`src/rtl/dmpr_pkg.sv`:
```
// Shared types, codes and constants for the dual motor PWM ramp unit.
`timescale 1ns / 1ps

package dmpr_pkg;

    // Field widths
    localparam int PERIOD_W  = 16;
    localparam int STEP_W    = 8;
    localparam int DUTY_W    = 7;
    localparam int PINS_W    = 4;
    localparam int SCALED_W  = 23;   // period * duty + half, at most 6553550
    localparam int CFG_IDX_W = 2;

    // Opcodes
    localparam logic [2:0] OP_TICK        = 3'd0;
    localparam logic [2:0] OP_SET_MOTOR   = 3'd1;
    localparam logic [2:0] OP_PIVOT_RIGHT = 3'd2;
    localparam logic [2:0] OP_PIVOT_LEFT  = 3'd3;
    localparam logic [2:0] OP_STOP        = 3'd4;
    localparam logic [2:0] OP_ARM_NOTICE  = 3'd5;

    // Motor select codes
    localparam logic [1:0] SEL_LEFT  = 2'd0;
    localparam logic [1:0] SEL_RIGHT = 2'd1;
    localparam logic [1:0] SEL_BOTH  = 2'd2;

    // Direction codes
    localparam logic [1:0] DIR_FWD  = 2'd0;
    localparam logic [1:0] DIR_BACK = 2'd1;
    localparam logic [1:0] DIR_NONE = 2'd2;

    // Direction pin patterns
    localparam logic [PINS_W-1:0] PIN_LEFT_FWD   = 4'h1;
    localparam logic [PINS_W-1:0] PIN_LEFT_BACK  = 4'h2;
    localparam logic [PINS_W-1:0] PIN_RIGHT_FWD  = 4'h4;
    localparam logic [PINS_W-1:0] PIN_RIGHT_BACK = 4'h8;
    localparam logic [PINS_W-1:0] PINS_LEFT_MASK  = 4'h3;
    localparam logic [PINS_W-1:0] PINS_RIGHT_MASK = 4'hC;

    // Configuration register indexes
    localparam logic [CFG_IDX_W-1:0] CFG_PERIOD = 2'd0;
    localparam logic [CFG_IDX_W-1:0] CFG_ACCEL  = 2'd1;
    localparam logic [CFG_IDX_W-1:0] CFG_DECEL  = 2'd2;

    // Configuration reset values
    localparam logic [PERIOD_W-1:0] PERIOD_RESET = 16'd3200;
    localparam logic [STEP_W-1:0]   ACCEL_RESET  = 8'd25;
    localparam logic [STEP_W-1:0]   DECEL_RESET  = 8'd50;

    // Percent scaling: full scale and rounding offset
    localparam logic [DUTY_W-1:0] PCT_FULL = 7'd100;
    localparam logic [DUTY_W-1:0] PCT_HALF = 7'd50;

    // Divide by 100 as multiply by ceil(2^30 / 100) and shift; exact for
    // every dividend below 2^23 since the rounding error is 76 / 2^30.
    localparam int               RECIP_SHIFT = 30;
    localparam int               RECIP_W     = 24;
    localparam logic [RECIP_W-1:0] RECIP_100 = 24'd10737419;
    localparam int               PROD_W      = SCALED_W + RECIP_W;

    typedef struct packed {
        logic [PERIOD_W-1:0] period;
        logic [STEP_W-1:0]   accel_step;
        logic [STEP_W-1:0]   decel_step;
    } cfg_t;

    typedef struct packed {
        logic [2:0]          op;
        logic [1:0]          motor_sel;
        logic [1:0]          direction;
        logic                immediate;
        logic [SCALED_W-1:0] scaled;
    } item_t;

endpackage

```
`src/rtl/dmpr_in_stage.sv`:
```
// Input register: captures one command beat and the scaled duty product.
`timescale 1ns / 1ps

module dmpr_in_stage
(
    input  logic                          clk,
    input  logic                          rst_n,
    input  logic                          in_valid,
    output logic                          in_ready,
    input  logic [2:0]                    op,
    input  logic [1:0]                    motor_sel,
    input  logic [dmpr_pkg::DUTY_W-1:0]   duty_percent,
    input  logic [1:0]                    direction,
    input  logic                          immediate,
    input  logic [dmpr_pkg::PERIOD_W-1:0] period,
    input  logic                          advance,
    output logic                          item_valid,
    output dmpr_pkg::item_t               item
);

    logic                              valid_reg;
    logic                              valid_next;
    dmpr_pkg::item_t                   item_reg;
    dmpr_pkg::item_t                   item_next;
    logic [dmpr_pkg::DUTY_W-1:0]       duty_clamped;
    logic                              load;

    // Take a beat when empty or when the held one moves on this cycle
    assign in_ready = !valid_reg || advance;
    assign load     = in_valid && in_ready;

    // Clamp duty to full scale
    assign duty_clamped = (duty_percent > dmpr_pkg::PCT_FULL) ? dmpr_pkg::PCT_FULL
                                                               : duty_percent;

    // Form the item with period * duty + half ahead of the divide
    always_comb
    begin
        item_next.op        = op;
        item_next.motor_sel = motor_sel;
        item_next.direction = direction;
        item_next.immediate = immediate;
        item_next.scaled    = dmpr_pkg::SCALED_W'(period * duty_clamped)
                            + dmpr_pkg::SCALED_W'(dmpr_pkg::PCT_HALF);
    end

    always_comb
    begin
        if (load)
        begin
            valid_next = 1'b1;
        end
        else if (advance)
        begin
            valid_next = 1'b0;
        end
        else
        begin
            valid_next = valid_reg;
        end
    end

    always_ff @(posedge clk or negedge rst_n)
    begin
        if (!rst_n)
        begin
            valid_reg <= 1'b0;
        end
        else
        begin
            valid_reg <= valid_next;
        end
    end

    // Hold payload until the next beat is taken
    always_ff @(posedge clk)
    begin
        if (load)
        begin
            item_reg <= item_next;
        end
    end

    assign item_valid = valid_reg;
    assign item       = item_reg;

endmodule

```
`src/rtl/dmpr_ramp.sv`:
```
// One ramp step: move a compare value toward its target, snapping on overshoot.
`timescale 1ns / 1ps

module dmpr_ramp
(
    input  logic [dmpr_pkg::PERIOD_W-1:0] now_val,
    input  logic [dmpr_pkg::PERIOD_W-1:0] target,
    input  dmpr_pkg::cfg_t                cfg,
    output logic [dmpr_pkg::PERIOD_W-1:0] next_val
);

    logic [dmpr_pkg::PERIOD_W:0]   up_sum;
    logic [dmpr_pkg::PERIOD_W-1:0] down_diff;
    logic [dmpr_pkg::PERIOD_W-1:0] decel_ext;

    assign up_sum    = {1'b0, now_val} + {{(dmpr_pkg::PERIOD_W+1-dmpr_pkg::STEP_W){1'b0}},
                                          cfg.accel_step};
    assign decel_ext = {{(dmpr_pkg::PERIOD_W-dmpr_pkg::STEP_W){1'b0}}, cfg.decel_step};
    assign down_diff = now_val - decel_ext;

    always_comb
    begin
        if (now_val < target)
        begin
            // Accelerate; land on target when reaching it or passing the period
            if (up_sum >= {1'b0, target} || up_sum > {1'b0, cfg.period})
            begin
                next_val = target;
            end
            else
            begin
                next_val = up_sum[dmpr_pkg::PERIOD_W-1:0];
            end
        end
        else if (now_val > target)
        begin
            // Decelerate; land on target on underflow, overshoot or above period
            if (now_val < decel_ext || down_diff <= target || down_diff > cfg.period)
            begin
                next_val = target;
            end
            else
            begin
                next_val = down_diff;
            end
        end
        else
        begin
            next_val = now_val;
        end
    end

endmodule

```
`src/rtl/dmpr_core.sv`:
```
// Command decode, motor state and result registers.
`timescale 1ns / 1ps

module dmpr_core
(
    input  logic                          clk,
    input  logic                          rst_n,
    input  logic                          advance,
    input  dmpr_pkg::item_t               item,
    input  dmpr_pkg::cfg_t                cfg,
    output logic [dmpr_pkg::PERIOD_W-1:0] left_now,
    output logic [dmpr_pkg::PERIOD_W-1:0] right_now,
    output logic [dmpr_pkg::PINS_W-1:0]   pins,
    output logic                          stopped
);

    logic [dmpr_pkg::PERIOD_W-1:0] left_now_reg;
    logic [dmpr_pkg::PERIOD_W-1:0] left_now_next;
    logic [dmpr_pkg::PERIOD_W-1:0] right_now_reg;
    logic [dmpr_pkg::PERIOD_W-1:0] right_now_next;
    logic [dmpr_pkg::PERIOD_W-1:0] left_target_reg;
    logic [dmpr_pkg::PERIOD_W-1:0] left_target_next;
    logic [dmpr_pkg::PERIOD_W-1:0] right_target_reg;
    logic [dmpr_pkg::PERIOD_W-1:0] right_target_next;
    logic [dmpr_pkg::PINS_W-1:0]   pins_reg;
    logic [dmpr_pkg::PINS_W-1:0]   pins_next;
    logic                          armed_reg;
    logic                          armed_next;
    logic                          stopped_reg;
    logic                          stopped_next;
    logic [dmpr_pkg::PROD_W-1:0]   quot_prod;
    logic [dmpr_pkg::PERIOD_W-1:0] setpoint;
    logic [dmpr_pkg::PERIOD_W-1:0] left_ramp;
    logic [dmpr_pkg::PERIOD_W-1:0] right_ramp;

    // Divide the scaled duty by 100 through the reciprocal
    assign quot_prod = dmpr_pkg::PROD_W'(item.scaled) * dmpr_pkg::PROD_W'(dmpr_pkg::RECIP_100);
    assign setpoint  = quot_prod[dmpr_pkg::RECIP_SHIFT +: dmpr_pkg::PERIOD_W];

    dmpr_ramp u_left_ramp
    (
        .now_val  (left_now_reg),
        .target   (left_target_reg),
        .cfg      (cfg),
        .next_val (left_ramp)
    );

    dmpr_ramp u_right_ramp
    (
        .now_val  (right_now_reg),
        .target   (right_target_reg),
        .cfg      (cfg),
        .next_val (right_ramp)
    );

    // Apply one command or tick to the motor state
    always_comb
    begin
        left_now_next     = left_now_reg;
        right_now_next    = right_now_reg;
        left_target_next  = left_target_reg;
        right_target_next = right_target_reg;
        pins_next         = pins_reg;
        armed_next        = armed_reg;
        stopped_next      = 1'b0;

        case (item.op)
            dmpr_pkg::OP_TICK:
            begin
                left_now_next  = left_ramp;
                right_now_next = right_ramp;
                if (armed_reg && left_ramp == '0 && right_ramp == '0)
                begin
                    stopped_next = 1'b1;
                    armed_next   = 1'b0;
                end
            end

            dmpr_pkg::OP_SET_MOTOR:
            begin
                case (item.motor_sel)
                    dmpr_pkg::SEL_LEFT:
                    begin
                        case (item.direction)
                            dmpr_pkg::DIR_FWD:
                            begin
                                pins_next = (pins_reg & dmpr_pkg::PINS_RIGHT_MASK)
                                          | dmpr_pkg::PIN_LEFT_FWD;
                                left_target_next = setpoint;
                            end
                            dmpr_pkg::DIR_BACK:
                            begin
                                pins_next = (pins_reg & dmpr_pkg::PINS_RIGHT_MASK)
                                          | dmpr_pkg::PIN_LEFT_BACK;
                                left_target_next = setpoint;
                            end
                            dmpr_pkg::DIR_NONE:
                            begin
                                pins_next = pins_reg & dmpr_pkg::PINS_RIGHT_MASK;
                            end
                            default:
                            begin
                                left_target_next = '0;
                            end
                        endcase
                        if (item.immediate)
                        begin
                            left_now_next = left_target_next;
                        end
                    end

                    dmpr_pkg::SEL_RIGHT:
                    begin
                        case (item.direction)
                            dmpr_pkg::DIR_FWD:
                            begin
                                pins_next = (pins_reg & dmpr_pkg::PINS_LEFT_MASK)
                                          | dmpr_pkg::PIN_RIGHT_FWD;
                                right_target_next = setpoint;
                            end
                            dmpr_pkg::DIR_BACK:
                            begin
                                pins_next = (pins_reg & dmpr_pkg::PINS_LEFT_MASK)
                                          | dmpr_pkg::PIN_RIGHT_BACK;
                                right_target_next = setpoint;
                            end
                            dmpr_pkg::DIR_NONE:
                            begin
                                pins_next = pins_reg & dmpr_pkg::PINS_LEFT_MASK;
                            end
                            default:
                            begin
                                right_target_next = '0;
                            end
                        endcase
                        if (item.immediate)
                        begin
                            right_now_next = right_target_next;
                        end
                    end

                    dmpr_pkg::SEL_BOTH:
                    begin
                        case (item.direction)
                            dmpr_pkg::DIR_FWD:
                            begin
                                pins_next = dmpr_pkg::PIN_LEFT_FWD | dmpr_pkg::PIN_RIGHT_FWD;
                                left_target_next  = setpoint;
                                right_target_next = setpoint;
                            end
                            dmpr_pkg::DIR_BACK:
                            begin
                                pins_next = dmpr_pkg::PIN_LEFT_BACK | dmpr_pkg::PIN_RIGHT_BACK;
                                left_target_next  = setpoint;
                                right_target_next = setpoint;
                            end
                            default:
                            begin
                                // None or invalid: drop both targets, keep pins
                                left_target_next  = '0;
                                right_target_next = '0;
                            end
                        endcase
                        if (item.immediate)
                        begin
                            left_now_next  = left_target_next;
                            right_now_next = right_target_next;
                        end
                    end

                    default:
                    begin
                        // No motor addressed: leave state alone
                    end
                endcase
            end

            dmpr_pkg::OP_PIVOT_RIGHT, dmpr_pkg::OP_PIVOT_LEFT:
            begin
                if (item.op == dmpr_pkg::OP_PIVOT_RIGHT)
                begin
                    pins_next = dmpr_pkg::PIN_LEFT_FWD | dmpr_pkg::PIN_RIGHT_BACK;
                end
                else
                begin
                    pins_next = dmpr_pkg::PIN_LEFT_BACK | dmpr_pkg::PIN_RIGHT_FWD;
                end
                left_target_next  = setpoint;
                right_target_next = setpoint;
                if (item.immediate)
                begin
                    left_now_next  = setpoint;
                    right_now_next = setpoint;
                end
            end

            dmpr_pkg::OP_STOP:
            begin
                left_target_next  = '0;
                right_target_next = '0;
            end

            dmpr_pkg::OP_ARM_NOTICE:
            begin
                armed_next = 1'b1;
            end

            default:
            begin
                // Unused opcode: result only
            end
        endcase
    end

    // Advance state only when the result moves into the output stage
    always_ff @(posedge clk or negedge rst_n)
    begin
        if (!rst_n)
        begin
            left_now_reg     <= '0;
            right_now_reg    <= '0;
            left_target_reg  <= '0;
            right_target_reg <= '0;
            pins_reg         <= '0;
            armed_reg        <= 1'b0;
            stopped_reg      <= 1'b0;
        end
        else if (advance)
        begin
            left_now_reg     <= left_now_next;
            right_now_reg    <= right_now_next;
            left_target_reg  <= left_target_next;
            right_target_reg <= right_target_next;
            pins_reg         <= pins_next;
            armed_reg        <= armed_next;
            stopped_reg      <= stopped_next;
        end
    end

    assign left_now  = left_now_reg;
    assign right_now = right_now_reg;
    assign pins      = pins_reg;
    assign stopped   = stopped_reg;

endmodule

```
`src/rtl/dual_motor_pwm_ramp_unit.sv`:
```
// Top level of the two-motor PWM drive with slew-limited compare values.
`timescale 1ns / 1ps

// Accepts one command or ramp tick per clock and returns one result beat per
// item: the compare values, direction pins and the one-shot stopped flag as
// they stand after the item. Period * duty is formed as the item enters the
// input register; when the item moves on, the divide by 100 and the state
// update are worked out from that register and land in the motor state
// registers that also serve as the output register. Throughput is one item
// per cycle while the output is taken; a stalled output holds the pipeline
// and drops in_ready once both stages are full. Configuration writes take
// effect on the next edge and are meant for an idle unit.

module dual_motor_pwm_ramp_unit
(
    input  logic                           clk,
    input  logic                           rst_n,
    input  logic                           cfg_wr_en,
    input  logic [dmpr_pkg::CFG_IDX_W-1:0] cfg_index,
    input  logic [dmpr_pkg::PERIOD_W-1:0]  cfg_data,
    input  logic                           in_valid,
    output logic                           in_ready,
    input  logic [2:0]                     op,
    input  logic [1:0]                     motor_sel,
    input  logic [dmpr_pkg::DUTY_W-1:0]    duty_percent,
    input  logic [1:0]                     direction,
    input  logic                           immediate,
    output logic                           out_valid,
    input  logic                           out_ready,
    output logic [dmpr_pkg::PERIOD_W-1:0]  left_compare,
    output logic [dmpr_pkg::PERIOD_W-1:0]  right_compare,
    output logic [dmpr_pkg::PINS_W-1:0]    direction_pins,
    output logic                           stopped
);

    dmpr_pkg::cfg_t  cfg_reg;
    dmpr_pkg::cfg_t  cfg_next;
    logic            out_valid_reg;
    logic            out_valid_next;
    logic            item_valid;
    dmpr_pkg::item_t item;
    logic            advance;

    // Register writes
    always_comb
    begin
        cfg_next = cfg_reg;
        if (cfg_wr_en)
        begin
            case (cfg_index)
                dmpr_pkg::CFG_PERIOD: cfg_next.period     = cfg_data;
                dmpr_pkg::CFG_ACCEL:  cfg_next.accel_step = cfg_data[dmpr_pkg::STEP_W-1:0];
                dmpr_pkg::CFG_DECEL:  cfg_next.decel_step = cfg_data[dmpr_pkg::STEP_W-1:0];
                default:              cfg_next = cfg_reg;
            endcase
        end
    end

    always_ff @(posedge clk or negedge rst_n)
    begin
        if (!rst_n)
        begin
            cfg_reg.period     <= dmpr_pkg::PERIOD_RESET;
            cfg_reg.accel_step <= dmpr_pkg::ACCEL_RESET;
            cfg_reg.decel_step <= dmpr_pkg::DECEL_RESET;
        end
        else
        begin
            cfg_reg <= cfg_next;
        end
    end

    // Move the held item on when the output stage is free or being drained
    assign advance = item_valid && (!out_valid_reg || out_ready);

    always_comb
    begin
        if (advance)
        begin
            out_valid_next = 1'b1;
        end
        else if (out_ready)
        begin
            out_valid_next = 1'b0;
        end
        else
        begin
            out_valid_next = out_valid_reg;
        end
    end

    always_ff @(posedge clk or negedge rst_n)
    begin
        if (!rst_n)
        begin
            out_valid_reg <= 1'b0;
        end
        else
        begin
            out_valid_reg <= out_valid_next;
        end
    end

    dmpr_in_stage u_in_stage
    (
        .clk          (clk),
        .rst_n        (rst_n),
        .in_valid     (in_valid),
        .in_ready     (in_ready),
        .op           (op),
        .motor_sel    (motor_sel),
        .duty_percent (duty_percent),
        .direction    (direction),
        .immediate    (immediate),
        .period       (cfg_reg.period),
        .advance      (advance),
        .item_valid   (item_valid),
        .item         (item)
    );

    dmpr_core u_core
    (
        .clk       (clk),
        .rst_n     (rst_n),
        .advance   (advance),
        .item      (item),
        .cfg       (cfg_reg),
        .left_now  (left_compare),
        .right_now (right_compare),
        .pins      (direction_pins),
        .stopped   (stopped)
    );

    assign out_valid = out_valid_reg;

endmodule

```
`config.mk`:
```
export PLATFORM = sky130hd
export DESIGN_NAME = dual_motor_pwm_ramp_unit
export DESIGN_NICKNAME = d
export VERILOG_FILES = /design/src/rtl/dmpr_pkg.sv /design/src/rtl/dmpr_in_stage.sv /design/src/rtl/dmpr_ramp.sv /design/src/rtl/dmpr_core.sv /design/src/rtl/dual_motor_pwm_ramp_unit.sv
export SDC_FILE = /design/constraint.sdc
export NUM_CORES = 1
export LEC_CHECK = 0
export BUFFER_PORTS_ARGS = -buffer_cell sky130_fd_sc_hd__buf_2
export CORE_MARGIN = 8
export CORE_UTILIZATION = 60
export DETAILED_ROUTE_END_ITERATION = 16
export HOLD_SLACK_MARGIN = 0.06
export PLACE_DENSITY = 0.77
export SLEW_MARGIN = 40
export SYNTH_ARGS = -nofsm -noshare
export SYNTH_HDL_FRONTEND = slang
export SYNTH_HIERARCHICAL = 1
export SYNTH_SLANG_ARGS = --single-unit
export TNS_END_PERCENT = 5
```
`constraint.sdc`:
```
create_clock -name clk -period 7.7 [get_ports clk]
set_input_delay 1.155 -clock clk [delete_from_list [all_inputs] [get_ports clk]]
set_output_delay 1.155 -clock clk [all_outputs]
set_load 0.05 [all_outputs]
```
==> results.json, run 1 <==
{
  "status": "completed",
  "netlist_area_um2": 26400,
  "io_buffers": 76,
  "min_from": "u_core/pins[3]",
  "cts_tree": "yes",
  "vias_per_cell": 6.31,
  "critPathCaptureType": "register",
  "yosysWarnings": 6,
  "cp-startpoint": "u_in_stage/item[14]",
  "drt_wl_total_mm": 82.7,
  "fin_setup_tns_ns": 0,
  "slew_headroom": 0.373,
  "vias": 22200,
  "finalHoldViolations": 0,
  "drc_errors": 0,
  "antenna_found_initial": 1,
  "setup_slack_ns": 0.467,
  "r2r.worst_path.cells": 23,
  "grt_usage": 0.327,
  "min_path_type": "register to register",
  "period_minus_slack_ns": 7.23,
  "cpPeakStageDelay_ns": 0.60,
  "holdBufCountCts": 0,
  "dr.pass1.iters": 7,
  "cp_cell_sequence": "inv_1, fa_1, inv_1, ha_1, inv_1, fa_1, inv_1, fa_1, fa_1, fa_1, inv_1, fa_1, inv_1, ha_1, nand2_1, or4_1, or4_1, o32ai_1, buf_4, nor2_1, xnor2_1, a222oi_1, o21ai_1",
  "core_area_um2": 43300,
  "critPathMaxFanout": 6,
  "cp.required_ns": 8.10,
  "grt_max_degree": 72,
  "numCtsBuffers": 17,
  "synth_top_area_share": 0.231,
  "synth-seq-cells": 135,
  "largest_register_ffs": 32,
  "drt_iter0_markers": 2202,
  "ant_nets": 0,
  "clock_latency_ns": 0.48,
  "async_reset_ff_frac": 0.770,
  "post_cts_buffers": 0,
  "grt_pass1_vias": 22600,
  "holdPathStages": 2,
  "critical_path.top_delay_family": "adder cells",
  "final_nets": 3715,
  "fmax_mhz": 138,
  "grt-ovfl-total": 0,
  "synth_top_cell_by_area": "ha_1",
  "cp.arrival_ns": 7.63,
  "drive_gt1_frac": 0.0914,
  "setup_viol": 0,
  "syn-num-nets": 3658,
  "die_area_um2": 50900,
  "h-tree-depth": 4,
  "wl_per_cell_um": 23.5,
  "synth_cell_types": 98,
  "path_depth": 23,
  "yosys-top-cells-area": "ha_1 23%, fa_1 21%, dfrtp_1 9.0%",
  "synth_most_common_cell": "inv_1",
  "cts_num_sinks": 135,
  "tightest_slew_ns": 0.940,
  "rsz0062_at_grt": "no",
  "netlist_instances": 2862,
  "finalClockSkew_ns": 0.0135,
  "startpoint_type": "register",
  "cts_buffer_depth": 2,
  "max-cap-violations": 0,
  "area_growth_pct": 6.36,
  "path_buf_inv": 7,
  "cts_root_buf": "clkbuf_16",
  "drv_slew": 0,
  "grt_pass1_wl_mm": 128,
  "die_h_um": 226,
  "initial_core_util": 0.609,
  "post_synth.cell_area_avg_um2": 9.21,
  "ys.flop_type": "dfrtp_1",
  "routabilityCongestion": 1.03,
  "multi_input_area_um2": 20600,
  "ys_seq_area_frac": 0.134,
  "diodes": 0,
  "seqCellArea_um2": 3540,
  "io-pin-count": 77,
  "reg2reg_from": "u_in_stage/item[14]",
  "fillers": 3665,
  "fp-row-count": 76,
  "fin_crit_sh": 0.939,
  "place_worst_setup_slack_ns": 0.538,
  "dp_hpwl_mm": 69.4,
  "synthTopCellsByCount": "506 x inv_1, 487 x ha_1, 271 x fa_1, 153 x nand2_1, 142 x a21oi_1",
  "fp.dieW_um": 226,
  "synth-edff-count": 31,
  "cpMaxStageDelayCell": "fa_1",
  "cts.clk_slew.worst_paths_ns": 0.07,
  "critPathKind": "register to register",
  "cts_resized": 0
}
[cells in the final DEF (no fill, tap or decap), drive strengths merged, types with 66 or more instances in the layout]
cell type	count
a21oi	144
and2	66
fa	271
o21ai	117
inv	515
a21o	69
ha	487
nand2	153
dfrtp	95
buf	111
nor2	106
[layer usage]
layer | vias to the layer above | part of all wire | global-route usage
li1 | 9995 | - | -
met5 | - | 0.00031 | 0
met1 | 11000 | 0.43 | 0.440
met3 | 152 | 0.10 | 0.0900
met4 | 2 | 0.028 | 0.103
met2 | 1074 | 0.44 | 0.507
[tightest hold or removal path: cells and delay by family (launching register included)]
kind / cells / cell delay (ns)
flip-flops: 1 / 0.34
AND/OR/NAND/NOR: 1 / 0.04
AO/OA/AOI/OAI: 1 / 0.06
[kinds of logic (layout without fill, tap and decap cells)]
logic type | Yosys count | after routing | synth area share
simple gates | 619 | 619 | 0.123
mux | 95 | 95 | 0.0391
compound gates | 590 | 590 | 0.152
flops | 135 | 135 | 0.134
xor+xnor | 86 | 86 | 0.0289
fa+ha+maj | 758 | 758 | 0.437
buf+inv | 579 | 649 | 0.0857
[through the flow]
stage          instance area (um2)   util  hold WS, ns  std cells
6_report                     28000  0.648        0.488       3517
5_1_grt                      28000  0.648        0.510       3517
4_1_cts                      28000  0.647        0.496       3516
3_5_place_dp                 27400  0.633        0.480       3484
3_3_place_gp                 27400  0.633        0.455       3482
2_1_floorplan                26400      -        0.450       2862
[area by class of cell]
| class | count | area share |
|---|---|---|
| Multi-Input combinational cell | 2148 | 0.735 |
| Sequential cell | 135 | 0.126 |
| Clock buffer | 18 | 0.0161 |
| Clock inverter | 14 | 0.00531 |
| Tap cell | 585 | 0.0261 |
| Inverter | 506 | 0.0678 |
| Timing Repair Buffer | 111 | 0.0231 |
[final timing paths]
kind / to / slack, ns
worst min-delay path: u_core/pins[3] / 0.49
min in group asynchronous: cfg_reg[3] / 0.63
worst min register to register: u_core/pins[3] / 0.49
worst max-delay path: u_core/left_now[0] / 0.47
max in group asynchronous: out_valid / 6.00
worst max register to register: u_core/left_now[0] / 0.47
Power of run 1 is not shown: default switching activity piles up to over one toggle a cycle in this logic, so the estimate is an artifact.
==> run 2, diff against run 1 <==
clock period = 6.7 ns   (was 7.7 ns; I/O delays follow)
==> results.json, run 2 (synthesized netlist as in run 1, its figures left out) <==
{
  "cp.required_ns": 7.13,
  "antenna_found_initial": 1,
  "setup_slack_ns": 0.0549,
  "die_area_um2": 50900,
  "min_path_type": "input port to asynchronous set/reset pin",
  "largest_register_ffs": 32,
  "finalClockSkew_ns": 0.0106,
  "routabilityCongestion": 1.03,
  "final_nets": 3832,
  "core_area_um2": 43300,
  "critPathKind": "register to register",
  "drc_errors": 0,
  "critPathMaxFanout": 5,
  "cts.clk_slew.worst_paths_ns": 0.07,
  "cts_root_buf": "clkbuf_16",
  "wl_per_cell_um": 24.1,
  "status": "completed",
  "diodes": 0,
  "dr.pass1.iters": 6,
  "fin_setup_tns_ns": 0,
  "grt_pass1_wl_mm": 134,
  "cts_num_sinks": 135,
  "vias": 23000,
  "place_worst_setup_slack_ns": -0.135,
  "grt_usage": 0.346,
  "initial_core_util": 0.609,
  "grt-ovfl-total": 0,
  "io-pin-count": 77,
  "setup_viol": 0,
  "cp.arrival_ns": 7.07,
  "startpoint_type": "register",
  "rsz0062_at_grt": "yes",
  "grt_pass1_vias": 23300,
  "dp_hpwl_mm": 72.5,
  "grt_max_degree": 73,
  "finalHoldViolations": 0,
  "final_common_cell": "inv_1",
  "area_growth_pct": 11.4,
  "tightest_slew_ns": 0.893,
  "dp_cells": 3575,
  "period_minus_slack_ns": 6.65,
  "io_buffers": 76,
  "cts_buffer_depth": 2,
  "max-cap-violations": 0,
  "drv_slew": 0,
  "cts_tree": "yes",
  "fmax_mhz": 150,
  "critPathCaptureType": "register",
  "finalNonFillerCells": 3634,
  "drive_gt1_frac": 0.149,
  "fp-row-count": 76,
  "fp.dieW_um": 226,
  "drt_iter0_markers": 2581,
  "h-tree-depth": 4,
  "numCtsBuffers": 17,
  "ant_nets": 0,
  "clock_latency_ns": 0.49,
  "die_h_um": 226,
  "slew_headroom": 0.389,
  "vias_per_cell": 6.33,
  "final_cell_mix": "493 x inv_1, 471 x ha_1, 257 x fa_1, 150 x nand2_1, 145 x buf_4",
  "drt_wl_total_mm": 87.6,
  "fin_crit_sh": 0.992
}
-- run 2: area by class of cell --
| type | count | area [um2] |
|---|---|---|
| inverters | 506 | 1900 |
| clock buffers | 19 | 454 |
| multi-input cells | 2148 | 21000 |
| well taps | 585 | 732 |
| fillers | 3509 | 13900 |
| flip-flops and latches | 135 | 3540 |
| clock inverters | 13 | 158 |
| repair buffers | 228 | 1560 |
-- run 2: per-layer routing --
| metal | routed length (um) | track usage | share of wire |
|---|---|---|---|
| met1 | 37000 | 0.475 | 0.42 |
| met4 | 2720 | 0.122 | 0.031 |
| met2 | 38800 | 0.530 | 0.44 |
| met3 | 9080 | 0.0834 | 0.10 |
| met5 | 0 | 0 | 0 |
-- run 2: through the flow --
step / hold slack [ns] / utilization / area, um2
2_1_floorplan: 0.450 / - / 26400
6_report: 0.451 / 0.678 / 29300
4_1_cts: 0.436 / 0.666 / 28800
5_1_grt: 0.477 / 0.678 / 29300
3_3_place_gp: 0.463 / 0.649 / 28100
3_5_place_dp: 0.485 / 0.650 / 28100
-- run 2: path summary, 6_finish.rpt --
check                           slack (ns)  cells past startpoint                  to             startpoint
worst max-delay path                  0.05                     20  u_core/left_now[8]     u_in_stage/item[8]
worst min-delay path                  0.45                      1         cfg_reg[17]                  rst_n
worst max register to register        0.05                     20  u_core/left_now[8]     u_in_stage/item[8]
worst min register to register        0.49                      1           out_valid  u_in_stage/item_valid
max in group asynchronous             5.20                      2      u_core/pins[3]                  rst_n
min in group clk                      0.49                      1           out_valid  u_in_stage/item_valid
-- run 2: critical path, cell delays in order, from the launching register on --
cell and delay (ns):
edfxtp_1 0.44, buf_6 0.15, fa_1 0.53, inv_1 0.06, fa_1 0.39, inv_1 0.09, fa_2 0.44, fa_2 0.57
fa_2 0.46, fa_2 0.40, fa_1 0.49, ha_4 0.31, nand2_2 0.08, or4_4 0.54, or4_4 0.50, o32ai_4 0.25
buf_6 0.15, o21ai_2 0.07, o21ai_2 0.19, xor2_2 0.26, a31o_1 0.19
-- run 2: what timing repair did --
action                                  in CTS  in global routing
hold buffers                                 0                  0
cloned                                       0                  0
endpoints found under the setup margin      13                 57
pin swaps                                   12                 52
resized for setup                           13                 76
buffers inserted                             4                 22
Power of run 2 is left out for the same reason.
